<file path="src/rtl/core/hlcd_pkg.sv">
// ----------------------------------------------------------------------------
// hlcd_pkg
// Shared types and constants of the header/length/checksum deframer.
// ----------------------------------------------------------------------------
package hlcd_pkg;

   // header bytes
   localparam logic [7:0] HDR_FIRST  = 8'hFF;
   localparam logic [7:0] HDR_SECOND = 8'h55;

   // result status codes
   localparam logic [1:0] ST_OK    = 2'd0;
   localparam logic [1:0] ST_CKSUM = 2'd1;
   localparam logic [1:0] ST_LEN   = 2'd2;

   // width of the length limit register
   localparam int unsigned LIMIT_W = 7;
   localparam logic [LIMIT_W-1:0] LIMIT_RESET = 7'd21;

   // event from the parser to the emitter
   typedef struct packed {
      logic       valid;     // an event happens this cycle
      logic       is_frame;  // good frame stored, start readout
      logic [1:0] status;    // status of an error result
   } evt_type;

   // status from the emitter back to the parser
   typedef struct packed {
      logic busy;      // readout of a frame in progress
      logic out_free;  // output register can take a word this cycle
   } emit_status_type;

endpackage

</file>
<file path="src/rtl/core/header_length_checksum_deframer.sv">
// An error word is valid in the cycle after the edge that takes the byte causing it;
//   the first word of a good frame passes the READ and LOAD states after the edge that takes its checksum.
// Throughput: one byte per cycle while no frame is read out and, past the header, the output
//   register can take a word; a good frame is read out of the frame buffer word by word (RAM
//   read, then output load), so input is stalled after its checksum byte until the readout,
//   which result-side stalls prolong, is done. Reset: synchronous, active high; clears the
//   parser and readout state and sets the length limit to 21. The frame buffer is not cleared.
// ----------------------------------------------------------------------------
// header_length_checksum_deframer
// Finds 0xFF 0x55 framed packets, checks length and additive checksum, and
// emits good frames word by word or a single error word.
// ----------------------------------------------------------------------------
module header_length_checksum_deframer #(
   parameter int unsigned MAX_FRAME = 64
) (
   input  logic                          clock,
   input  logic                          reset,
   input  logic                          req_valid,
   output logic                          req_stall,
   input  logic [7:0]                    req_rx_byte,
   output logic                          rsp_valid,
   input  logic                          rsp_stall,
   output logic [7:0]                    rsp_frame_byte,
   output logic                          rsp_frame_last,
   output logic [1:0]                    rsp_status,
   input  logic                          csr_wr_en,
   input  logic [hlcd_pkg::LIMIT_W-1:0]  csr_wr_data
);
   import hlcd_pkg::*;

   localparam int unsigned AW = $clog2(MAX_FRAME);
   localparam int unsigned CW = $clog2(MAX_FRAME + 1);

   evt_type          evt;
   emit_status_type  emit_status;
   logic [CW-1:0]    evt_last_idx;
   logic             mem_wr_en;
   logic [AW-1:0]    mem_wr_addr;
   logic [7:0]       mem_wr_data;
   logic             mem_rd_en;
   logic [AW-1:0]    mem_rd_addr;
   logic [7:0]       mem_rd_data;

   // header hunt, checks and buffer writes
   hlcd_parser #(.MAX_FRAME(MAX_FRAME)) u_parser (
      .clock        (clock),
      .reset        (reset),
      .req_valid    (req_valid),
      .req_stall    (req_stall),
      .req_rx_byte  (req_rx_byte),
      .csr_wr_en    (csr_wr_en),
      .csr_wr_data  (csr_wr_data),
      .emit_status  (emit_status),
      .evt          (evt),
      .evt_last_idx (evt_last_idx),
      .mem_wr_en    (mem_wr_en),
      .mem_wr_addr  (mem_wr_addr),
      .mem_wr_data  (mem_wr_data)
   );

   // frame buffer
   hlcd_ram #(.WIDTH(8), .DEPTH(MAX_FRAME)) u_frame_ram (
      .clock   (clock),
      .wr_en   (mem_wr_en),
      .wr_addr (mem_wr_addr),
      .wr_data (mem_wr_data),
      .rd_en   (mem_rd_en),
      .rd_addr (mem_rd_addr),
      .rd_data (mem_rd_data)
   );

   // readout and result register
   hlcd_emitter #(.MAX_FRAME(MAX_FRAME)) u_emitter (
      .clock          (clock),
      .reset          (reset),
      .evt            (evt),
      .evt_last_idx   (evt_last_idx),
      .emit_status    (emit_status),
      .mem_rd_en      (mem_rd_en),
      .mem_rd_addr    (mem_rd_addr),
      .mem_rd_data    (mem_rd_data),
      .rsp_valid      (rsp_valid),
      .rsp_stall      (rsp_stall),
      .rsp_frame_byte (rsp_frame_byte),
      .rsp_frame_last (rsp_frame_last),
      .rsp_status     (rsp_status)
   );

endmodule

</file>
<file path="src/rtl/core/hlcd_ram.sv">
// ----------------------------------------------------------------------------
// hlcd_ram
// Generic simple dual-port RAM: one write port, one registered read port.
// ----------------------------------------------------------------------------
module hlcd_ram #(
   parameter int unsigned WIDTH = 8,
   parameter int unsigned DEPTH = 64
) (
   input  logic                     clock,
   input  logic                     wr_en,
   input  logic [$clog2(DEPTH)-1:0] wr_addr,
   input  logic [WIDTH-1:0]         wr_data,
   input  logic                     rd_en,
   input  logic [$clog2(DEPTH)-1:0] rd_addr,
   output logic [WIDTH-1:0]         rd_data
);

   logic [WIDTH-1:0] mem_ff [DEPTH];
   logic [WIDTH-1:0] rd_data_ff;

   // write and registered read; read data holds until the next read
   always_ff @(posedge clock) begin
      if (wr_en) begin
         mem_ff[wr_addr] <= wr_data;
      end
      if (rd_en) begin
         rd_data_ff <= mem_ff[rd_addr];
      end
   end

   assign rd_data = rd_data_ff;

endmodule

</file>
<file path="src/rtl/core/hlcd_parser.sv">
// ----------------------------------------------------------------------------
// hlcd_parser
// Header hunt, length check, running checksum and frame buffer writes.
// ----------------------------------------------------------------------------
module hlcd_parser #(
   parameter int unsigned MAX_FRAME = 64
) (
   input  logic                                 clock,
   input  logic                                 reset,
   input  logic                                 req_valid,
   output logic                                 req_stall,
   input  logic [7:0]                           req_rx_byte,
   input  logic                                 csr_wr_en,
   input  logic [hlcd_pkg::LIMIT_W-1:0]         csr_wr_data,
   input  hlcd_pkg::emit_status_type            emit_status,
   output hlcd_pkg::evt_type                    evt,
   output logic [$clog2(MAX_FRAME+1)-1:0]       evt_last_idx,
   output logic                                 mem_wr_en,
   output logic [$clog2(MAX_FRAME)-1:0]         mem_wr_addr,
   output logic [7:0]                           mem_wr_data
);
   import hlcd_pkg::*;

   localparam int unsigned AW = $clog2(MAX_FRAME);
   localparam int unsigned CW = $clog2(MAX_FRAME + 1);
   localparam logic [9:0]  MaxLim = 10'(MAX_FRAME);

   typedef enum logic [1:0] {
      HUNT_FF,
      HUNT_55,
      LENGTH,
      BODY
   } phase_type;

   phase_type             phase_ff, phase_in;
   logic [CW-1:0]         count_ff, count_in;
   logic [CW-1:0]         len_ff, len_in;
   logic [7:0]            sum_ff, sum_in;
   logic [LIMIT_W-1:0]    limit_reg_ff;

   logic                  accept;
   logic [9:0]            limit;
   logic                  len_bad;
   logic                  at_cksum;

   // hold input while a frame is read out, or while a result could not be placed
   always_comb begin
      req_stall = emit_status.busy ||
                  (((phase_ff == LENGTH) || (phase_ff == BODY)) && !emit_status.out_free);
   end

   assign accept   = req_valid && !req_stall;
   assign limit    = ({3'd0, limit_reg_ff} > MaxLim) ? MaxLim : {3'd0, limit_reg_ff};
   assign len_bad  = (req_rx_byte < 8'd2) || (({2'd0, req_rx_byte} + 10'd2) > limit);
   assign at_cksum = (count_ff >= CW'(len_ff + 1'b1));

   // next state, buffer writes and events
   always_comb begin
      phase_in     = phase_ff;
      count_in     = count_ff;
      len_in       = len_ff;
      sum_in       = sum_ff;
      evt          = '0;
      evt_last_idx = CW'(len_ff + 1'b1);
      mem_wr_en    = 1'b0;
      mem_wr_addr  = count_ff[AW-1:0];
      mem_wr_data  = req_rx_byte;
      if (accept) begin
         case (phase_ff)
            HUNT_FF: begin
               if (req_rx_byte == HDR_FIRST) begin
                  phase_in = HUNT_55;
               end
            end
            HUNT_55: begin
               if (req_rx_byte == HDR_SECOND) begin
                  phase_in = LENGTH;
               end else if (req_rx_byte != HDR_FIRST) begin
                  phase_in = HUNT_FF;
               end
            end
            LENGTH: begin
               if (len_bad) begin
                  evt.valid  = 1'b1;
                  evt.status = ST_LEN;
                  phase_in   = HUNT_FF;
                  count_in   = '0;
                  len_in     = '0;
                  sum_in     = '0;
               end else begin
                  // header bytes are supplied on readout; store the length byte
                  mem_wr_en   = 1'b1;
                  mem_wr_addr = AW'(2);
                  len_in      = CW'(req_rx_byte);
                  count_in    = CW'(3);
                  sum_in      = req_rx_byte;
                  phase_in    = BODY;
               end
            end
            BODY: begin
               if (at_cksum) begin
                  evt.valid = 1'b1;
                  if (req_rx_byte != sum_ff) begin
                     evt.status = ST_CKSUM;
                  end else begin
                     evt.is_frame = 1'b1;
                     evt.status   = ST_OK;
                     mem_wr_en    = 1'b1;
                  end
                  phase_in = HUNT_FF;
                  count_in = '0;
                  len_in   = '0;
                  sum_in   = '0;
               end else begin
                  mem_wr_en = 1'b1;
                  count_in  = CW'(count_ff + 1'b1);
                  sum_in    = sum_ff + req_rx_byte;
               end
            end
            default: begin
               phase_in = HUNT_FF;
            end
         endcase
      end
   end

   // state and limit register
   always_ff @(posedge clock) begin
      if (reset) begin
         phase_ff     <= HUNT_FF;
         count_ff     <= '0;
         len_ff       <= '0;
         sum_ff       <= '0;
         limit_reg_ff <= LIMIT_RESET;
      end else begin
         phase_ff <= phase_in;
         count_ff <= count_in;
         len_ff   <= len_in;
         sum_ff   <= sum_in;
         if (csr_wr_en) begin
            limit_reg_ff <= csr_wr_data;
         end
      end
   end

endmodule

</file>
<file path="src/rtl/core/hlcd_emitter.sv">
// ----------------------------------------------------------------------------
// hlcd_emitter
// Reads a stored frame back from the buffer and drives the result register.
// ----------------------------------------------------------------------------
module hlcd_emitter #(
   parameter int unsigned MAX_FRAME = 64
) (
   input  logic                           clock,
   input  logic                           reset,
   input  hlcd_pkg::evt_type              evt,
   input  logic [$clog2(MAX_FRAME+1)-1:0] evt_last_idx,
   output hlcd_pkg::emit_status_type      emit_status,
   output logic                           mem_rd_en,
   output logic [$clog2(MAX_FRAME)-1:0]   mem_rd_addr,
   input  logic [7:0]                     mem_rd_data,
   output logic                           rsp_valid,
   input  logic                           rsp_stall,
   output logic [7:0]                     rsp_frame_byte,
   output logic                           rsp_frame_last,
   output logic [1:0]                     rsp_status
);
   import hlcd_pkg::*;

   localparam int unsigned AW = $clog2(MAX_FRAME);
   localparam int unsigned CW = $clog2(MAX_FRAME + 1);

   typedef enum logic [1:0] {
      IDLE,
      READ,
      LOAD
   } state_type;

   state_type      state_ff;
   logic [CW-1:0]  idx_ff;
   logic [CW-1:0]  last_idx_ff;
   logic           valid_ff;
   logic [7:0]     byte_ff;
   logic           last_ff;
   logic [1:0]     status_ff;

   logic           out_free;
   logic           load_word;
   logic [7:0]     rd_byte;

   assign out_free          = !valid_ff || !rsp_stall;
   assign emit_status.busy     = (state_ff != IDLE);
   assign emit_status.out_free = out_free;

   // a word enters the output register on an error event or a frame byte load
   assign load_word = ((state_ff == IDLE) && evt.valid && !evt.is_frame) ||
                      ((state_ff == LOAD) && out_free);

   assign mem_rd_en   = (state_ff == READ);
   assign mem_rd_addr = idx_ff[AW-1:0];

   // header bytes are constants, the rest comes from the buffer
   always_comb begin
      if (idx_ff == CW'(0)) begin
         rd_byte = HDR_FIRST;
      end else if (idx_ff == CW'(1)) begin
         rd_byte = HDR_SECOND;
      end else begin
         rd_byte = mem_rd_data;
      end
   end

   // readout sequencer and output register
   always_ff @(posedge clock) begin
      if (reset) begin
         state_ff <= IDLE;
         valid_ff <= 1'b0;
         idx_ff   <= '0;
      end else begin
         if (load_word) begin
            valid_ff <= 1'b1;
         end else if (valid_ff && !rsp_stall) begin
            valid_ff <= 1'b0;
         end
         case (state_ff)
            IDLE: begin
               if (evt.valid) begin
                  if (evt.is_frame) begin
                     idx_ff      <= '0;
                     last_idx_ff <= evt_last_idx;
                     state_ff    <= READ;
                  end else begin
                     byte_ff   <= '0;
                     last_ff   <= 1'b1;
                     status_ff <= evt.status;
                  end
               end
            end
            READ: begin
               state_ff <= LOAD;
            end
            LOAD: begin
               if (out_free) begin
                  byte_ff   <= rd_byte;
                  last_ff   <= (idx_ff == last_idx_ff);
                  status_ff <= ST_OK;
                  if (idx_ff == last_idx_ff) begin
                     state_ff <= IDLE;
                  end else begin
                     idx_ff   <= CW'(idx_ff + 1'b1);
                     state_ff <= READ;
                  end
               end
            end
            default: begin
               state_ff <= IDLE;
            end
         endcase
      end
   end

   assign rsp_valid      = valid_ff;
   assign rsp_frame_byte = byte_ff;
   assign rsp_frame_last = last_ff;
   assign rsp_status     = status_ff;

endmodule
</file>
<file path="config.mk">
export PLATFORM = sky130hd
export DESIGN_NAME = header_length_checksum_deframer
export DESIGN_NICKNAME = d
export VERILOG_FILES = /design/src/rtl/core/hlcd_pkg.sv /design/src/rtl/core/header_length_checksum_deframer.sv /design/src/rtl/core/hlcd_ram.sv /design/src/rtl/core/hlcd_parser.sv /design/src/rtl/core/hlcd_emitter.sv
export SDC_FILE = /design/constraint.sdc
export NUM_CORES = 1
export LEC_CHECK = 0
export BUFFER_PORTS_ARGS = -buffer_cell sky130_fd_sc_hd__buf_2
export CAP_MARGIN = 20
export CORE_MARGIN = 8
export CORE_UTILIZATION = 60
export DETAILED_ROUTE_END_ITERATION = 7
export PLACE_DENSITY = 0.76
export SYNTH_ARGS = -nofsm -noshare
export SYNTH_HDL_FRONTEND = slang
export SYNTH_HIERARCHICAL = 1
export SYNTH_SLANG_ARGS = --single-unit
</file>
<file path="constraint.sdc">
create_clock -name clock -period 5.5 [get_ports clock]
set_clock_uncertainty 0.1 [all_clocks]
set_input_delay 0.825 -clock clock [delete_from_list [all_inputs] [get_ports clock]]
set_output_delay 0.825 -clock clock [all_outputs]
set_load 0.005 [all_outputs]
</file>
==> flow_summary.ini <==
[setup_path]
critPathLaunchType = primary input
worstReg2RegStart = u_parser/len_ff[0]$_SDFFE_PP0P_
worstSetupPathType = in -> reg
reg2reg_setup_slack_ns = 1.07
crit_family = simple AND/OR/NAND/NOR gates
path_max_fanout = 8
r2r-end = u_frame_ram/mem_ff[62][5]$_DFFE_PP_
cp_num_buf_inv = 2
endpoint_kind = flop
max_stage_delay_ns = 0.74
slowest_stage = nor2_1
r2r_cells = 13
cp-startpoint = req_rx_byte[1]
crit_required_ns = 5.62
arrival_ns = 4.71
path_cells = buf_2, ha_1, nand3_1, xnor2_1, ha_1, o21ai_0, o21bai_1, o22ai_1, and2_1, nor2_1, a311oi_1, buf_4, nor2b_1, nand3_1, nor2_1

[floorplanning]
die_area_um2 = 46500
io_pins = 33
die_y_um = 216
num_rows = 73
coreArea_um2 = 39500
die_x_um = 216
start_util_pct = 60.4

[synthesis]
yosysWarnings = 6
synth_edf_count = 538
synth_top_area_cell = edfxtp_1
synth_top_flop_cell = edfxtp_1
ys_async_sr_fraction_pct = 0
yosysSeqAreaShare_pct = 71.0
netlist.area_leader.share_pct = 67.6
synth_fp_nets = 1388
synth_top_family_by_area = multiplexers
syn_inst = 1340
yosys.area_share.simple_pct = 6.14
netlist_area_um2 = 23900
synth_xor_xnor_area_share_pct = 0.989
synth_seq_cells = 579
syn_avg_cell_area_um2 = 17.8
synth_cell_types = 73
ys_top_cells_by_area = edfxtp_1, mux4_2, dfxtp_1
synth_compound_area_share_pct = 4.26
synthAdderAreaFrac_pct = 1.50
muxShareOfSynthArea_pct = 13.6

[timing]
rsz0062_at_grt = false
max_freq_ghz = 0.218
hold_viol_final = 0
relSlewSlack_pct = 29.3
setup_viol = 0
whs_ns = 0.327
fin_crit_ns = 4.59
tns_ns = 0
slew_violations = 0
worstMarginPinSlew_ns = 1.06
finalCritPeriodShare_pct = 83.5

[global_route]
grt_pass1_wl_um = 79200
gr-usage-all-layers_pct = 22.5
grt_overflow = 0
first_global_vias = 12700
antenna_found_initial = 0
grt_max_degree = 68

[route]
vias = 12700
drc = 0
ant_nets = 0
dr.pass1.iters = 5
drt_iter0_drc = 1421
drt-wirelength-per-cell_um = 26.7
routed_wl_um = 52700
viasPerCell = 6.44

[hold_path]
hold_path_end = u_parser/limit_reg_ff[0]$_SDFFE_PP1P_
hold_class = in -> reg
min-delay-start = csr_wr_data[0]
whs_path_depth = 2

[cts]
ctsHoldBuffers = 0
clk_path_buf_depth = 3
root_buffer = clkbuf_16
postCtsSetupRepairBufs = 0
tritoncts = yes
cts_buffers = 55
htree_levels = 2
cts_sinks = 579
cts_resized = 0
clk_latency_ns = 0.60
clk_pin_slew_worst_paths_ns = 0.06

[cells_and_area]
fin_util_pct = 67.1
antenna_cells = 0
fillCellCount = 2526
syn2layout_area_growth_pct = 10.9
final_nets = 1459
final_cells = 1977
drive_gt1_share_pct = 23.1

[placed_design]
gp_congestion = 0.842
port_buffers = 32
hpwlAfterDp_um = 31600
dp_cells = 1878

[power_and_ir_drop]
power_density_nw_per_um2 = 331
power_mw = 8.77
ir_drop_mv = 0.248
p_leak_nw = 8.35

[run_status]
status = complete, no violations

[run]
max_cap_violations = 0
==> metal layers <==
layer / share of wire [%] / global-route usage [%] / vias to the layer above / wire length (µm)
met5: 0 / 0 / - / 0
li1: - / - / 5497 / -
met2: 49 / 35.7 / 589 / 25800
met4: 2.7 / 6.51 / 0 / 1410
met1: 40 / 31.4 / 6556 / 21000
met3: 8.7 / 4.95 / 94 / 4560
==> worst register-to-register path, delay by kind of cell, from the launching register on <==
family                     cells  cell delay, ns
and+or+nand+nor                4            1.62
AOI/OAI and AO/OA              4            0.88
adders and majority gates      2            0.53
DFF                            1            0.40
buffers and inverters          2            0.28
xor gates and xnor gates       1            0.24
==> sequential cells by signal, summed over array words and instances, names as in the netlist, 2 cells and up <==
register                  flops
u_emitter/idx_ff              7
u_emitter/last_idx_ff         7
u_emitter/rsp_frame_byte      8
u_emitter/rsp_status          2
u_emitter/state_ff            2
u_frame_ram/mem_ff          512
u_frame_ram/rd_data           8
u_parser/count_ff             7
u_parser/len_ff               7
u_parser/limit_reg_ff         7
u_parser/phase_ff             2
u_parser/sum_ff               8
==> area by class of cell <==
class	count	area (µm²)	area share (%)
Inverter	19	71.3	0.269
Timing Repair Buffer	97	661	2.49
Multi-Input combinational cell	659	6340	23.9
Sequential cell	579	17000	64.1
Clock inverter	32	383	1.44
Clock buffer	66	1420	5.34
Tap cell	525	657	2.48
==> Yosys cell counts (17+ instances only) <==
master    number
clkbuf_1      25
mux4_2       126
nand2_1       44
a21oi_1       24
mux2i_1       27
buf_4         28
nand3_1       24
ha_1          27
edfxtp_1     538
inv_1         18
nor2b_1       24
dfxtp_1       41
nor2_1       116
buf_2         17
nor3_1        20
==> logic make-up (layout without fill, tap and decap cells) <==
logic type,Yosys count,in the layout
flip-flops,579,579
AND/OR/NAND/NOR,298,298
multiplexers,166,166
AO/OA/AOI/OAI,140,140
buffers and inverters,102,214
adder cells (fa/ha/maj),28,28
XOR/XNOR,27,27
==> worst max path at each step <==
stage / end / cells past startpoint
after detailed placement: u_frame_ram/mem_ff[62][7]$_DFFE_PP_ / 15
after floorplan: u_emitter/rsp_frame_byte[0]$_SDFFCE_PN0P_ / 12
after CTS: u_frame_ram/mem_ff[62][5]$_DFFE_PP_ / 15
final: u_frame_ram/mem_ff[62][5]$_DFFE_PP_ / 15
after global placement: u_frame_ram/mem_ff[62][5]$_DFFE_PP_ / 15
after global routing: u_frame_ram/mem_ff[46][2]$_DFFE_PP_ / 15
==> placed cells by master (no fill, tap or decap), types with 11 or more instances in the layout <==
| master | synthesis | layout |
|---|---|---|
| mux2i_1 | 27 | 27 |
| dfxtp_1 | 41 | 37 |
| ha_1 | 27 | 27 |
| buf_2 | 17 | 32 |
| nand3_1 | 24 | 24 |
| xnor2_1 | 13 | 13 |
| edfxtp_1 | 538 | 538 |
| nor2b_1 | 24 | 24 |
| a21oi_1 | 24 | 24 |
| mux2_2 | 13 | 13 |
| inv_1 | 18 | 18 |
| clkbuf_16 | 0 | 55 |
| buf_4 | 28 | 63 |
| mux4_2 | 126 | 126 |
| xor2_1 | 14 | 14 |
| o21ai_0 | 12 | 12 |
| a221oi_1 | 13 | 13 |
| nand2_1 | 44 | 44 |
| nor3_1 | 20 | 19 |
| clkbuf_1 | 25 | 11 |
| nand2b_1 | 13 | 13 |
| nor2_1 | 116 | 116 |
| clkinv_2 | 0 | 11 |
==> power breakdown <==
part           internal, mW  leakage, nW  switching, mW
Sequential             4.80         5.17        0.00197
Clock                  2.25        0.880           1.58
Combinational        0.0310         2.30          0.105
Total                  7.08         8.35           1.69
==> through the flow <==
step | area, µm² | worst slack, ns
floorplan | 23900 | 1.12
CTS | 26500 | 0.975
global route | 26500 | 0.637
detailed placement | 24700 | 0.391
global placement | 24700 | 0.553
finish | 26500 | 0.907
Power figures use the tool's default switching activity.
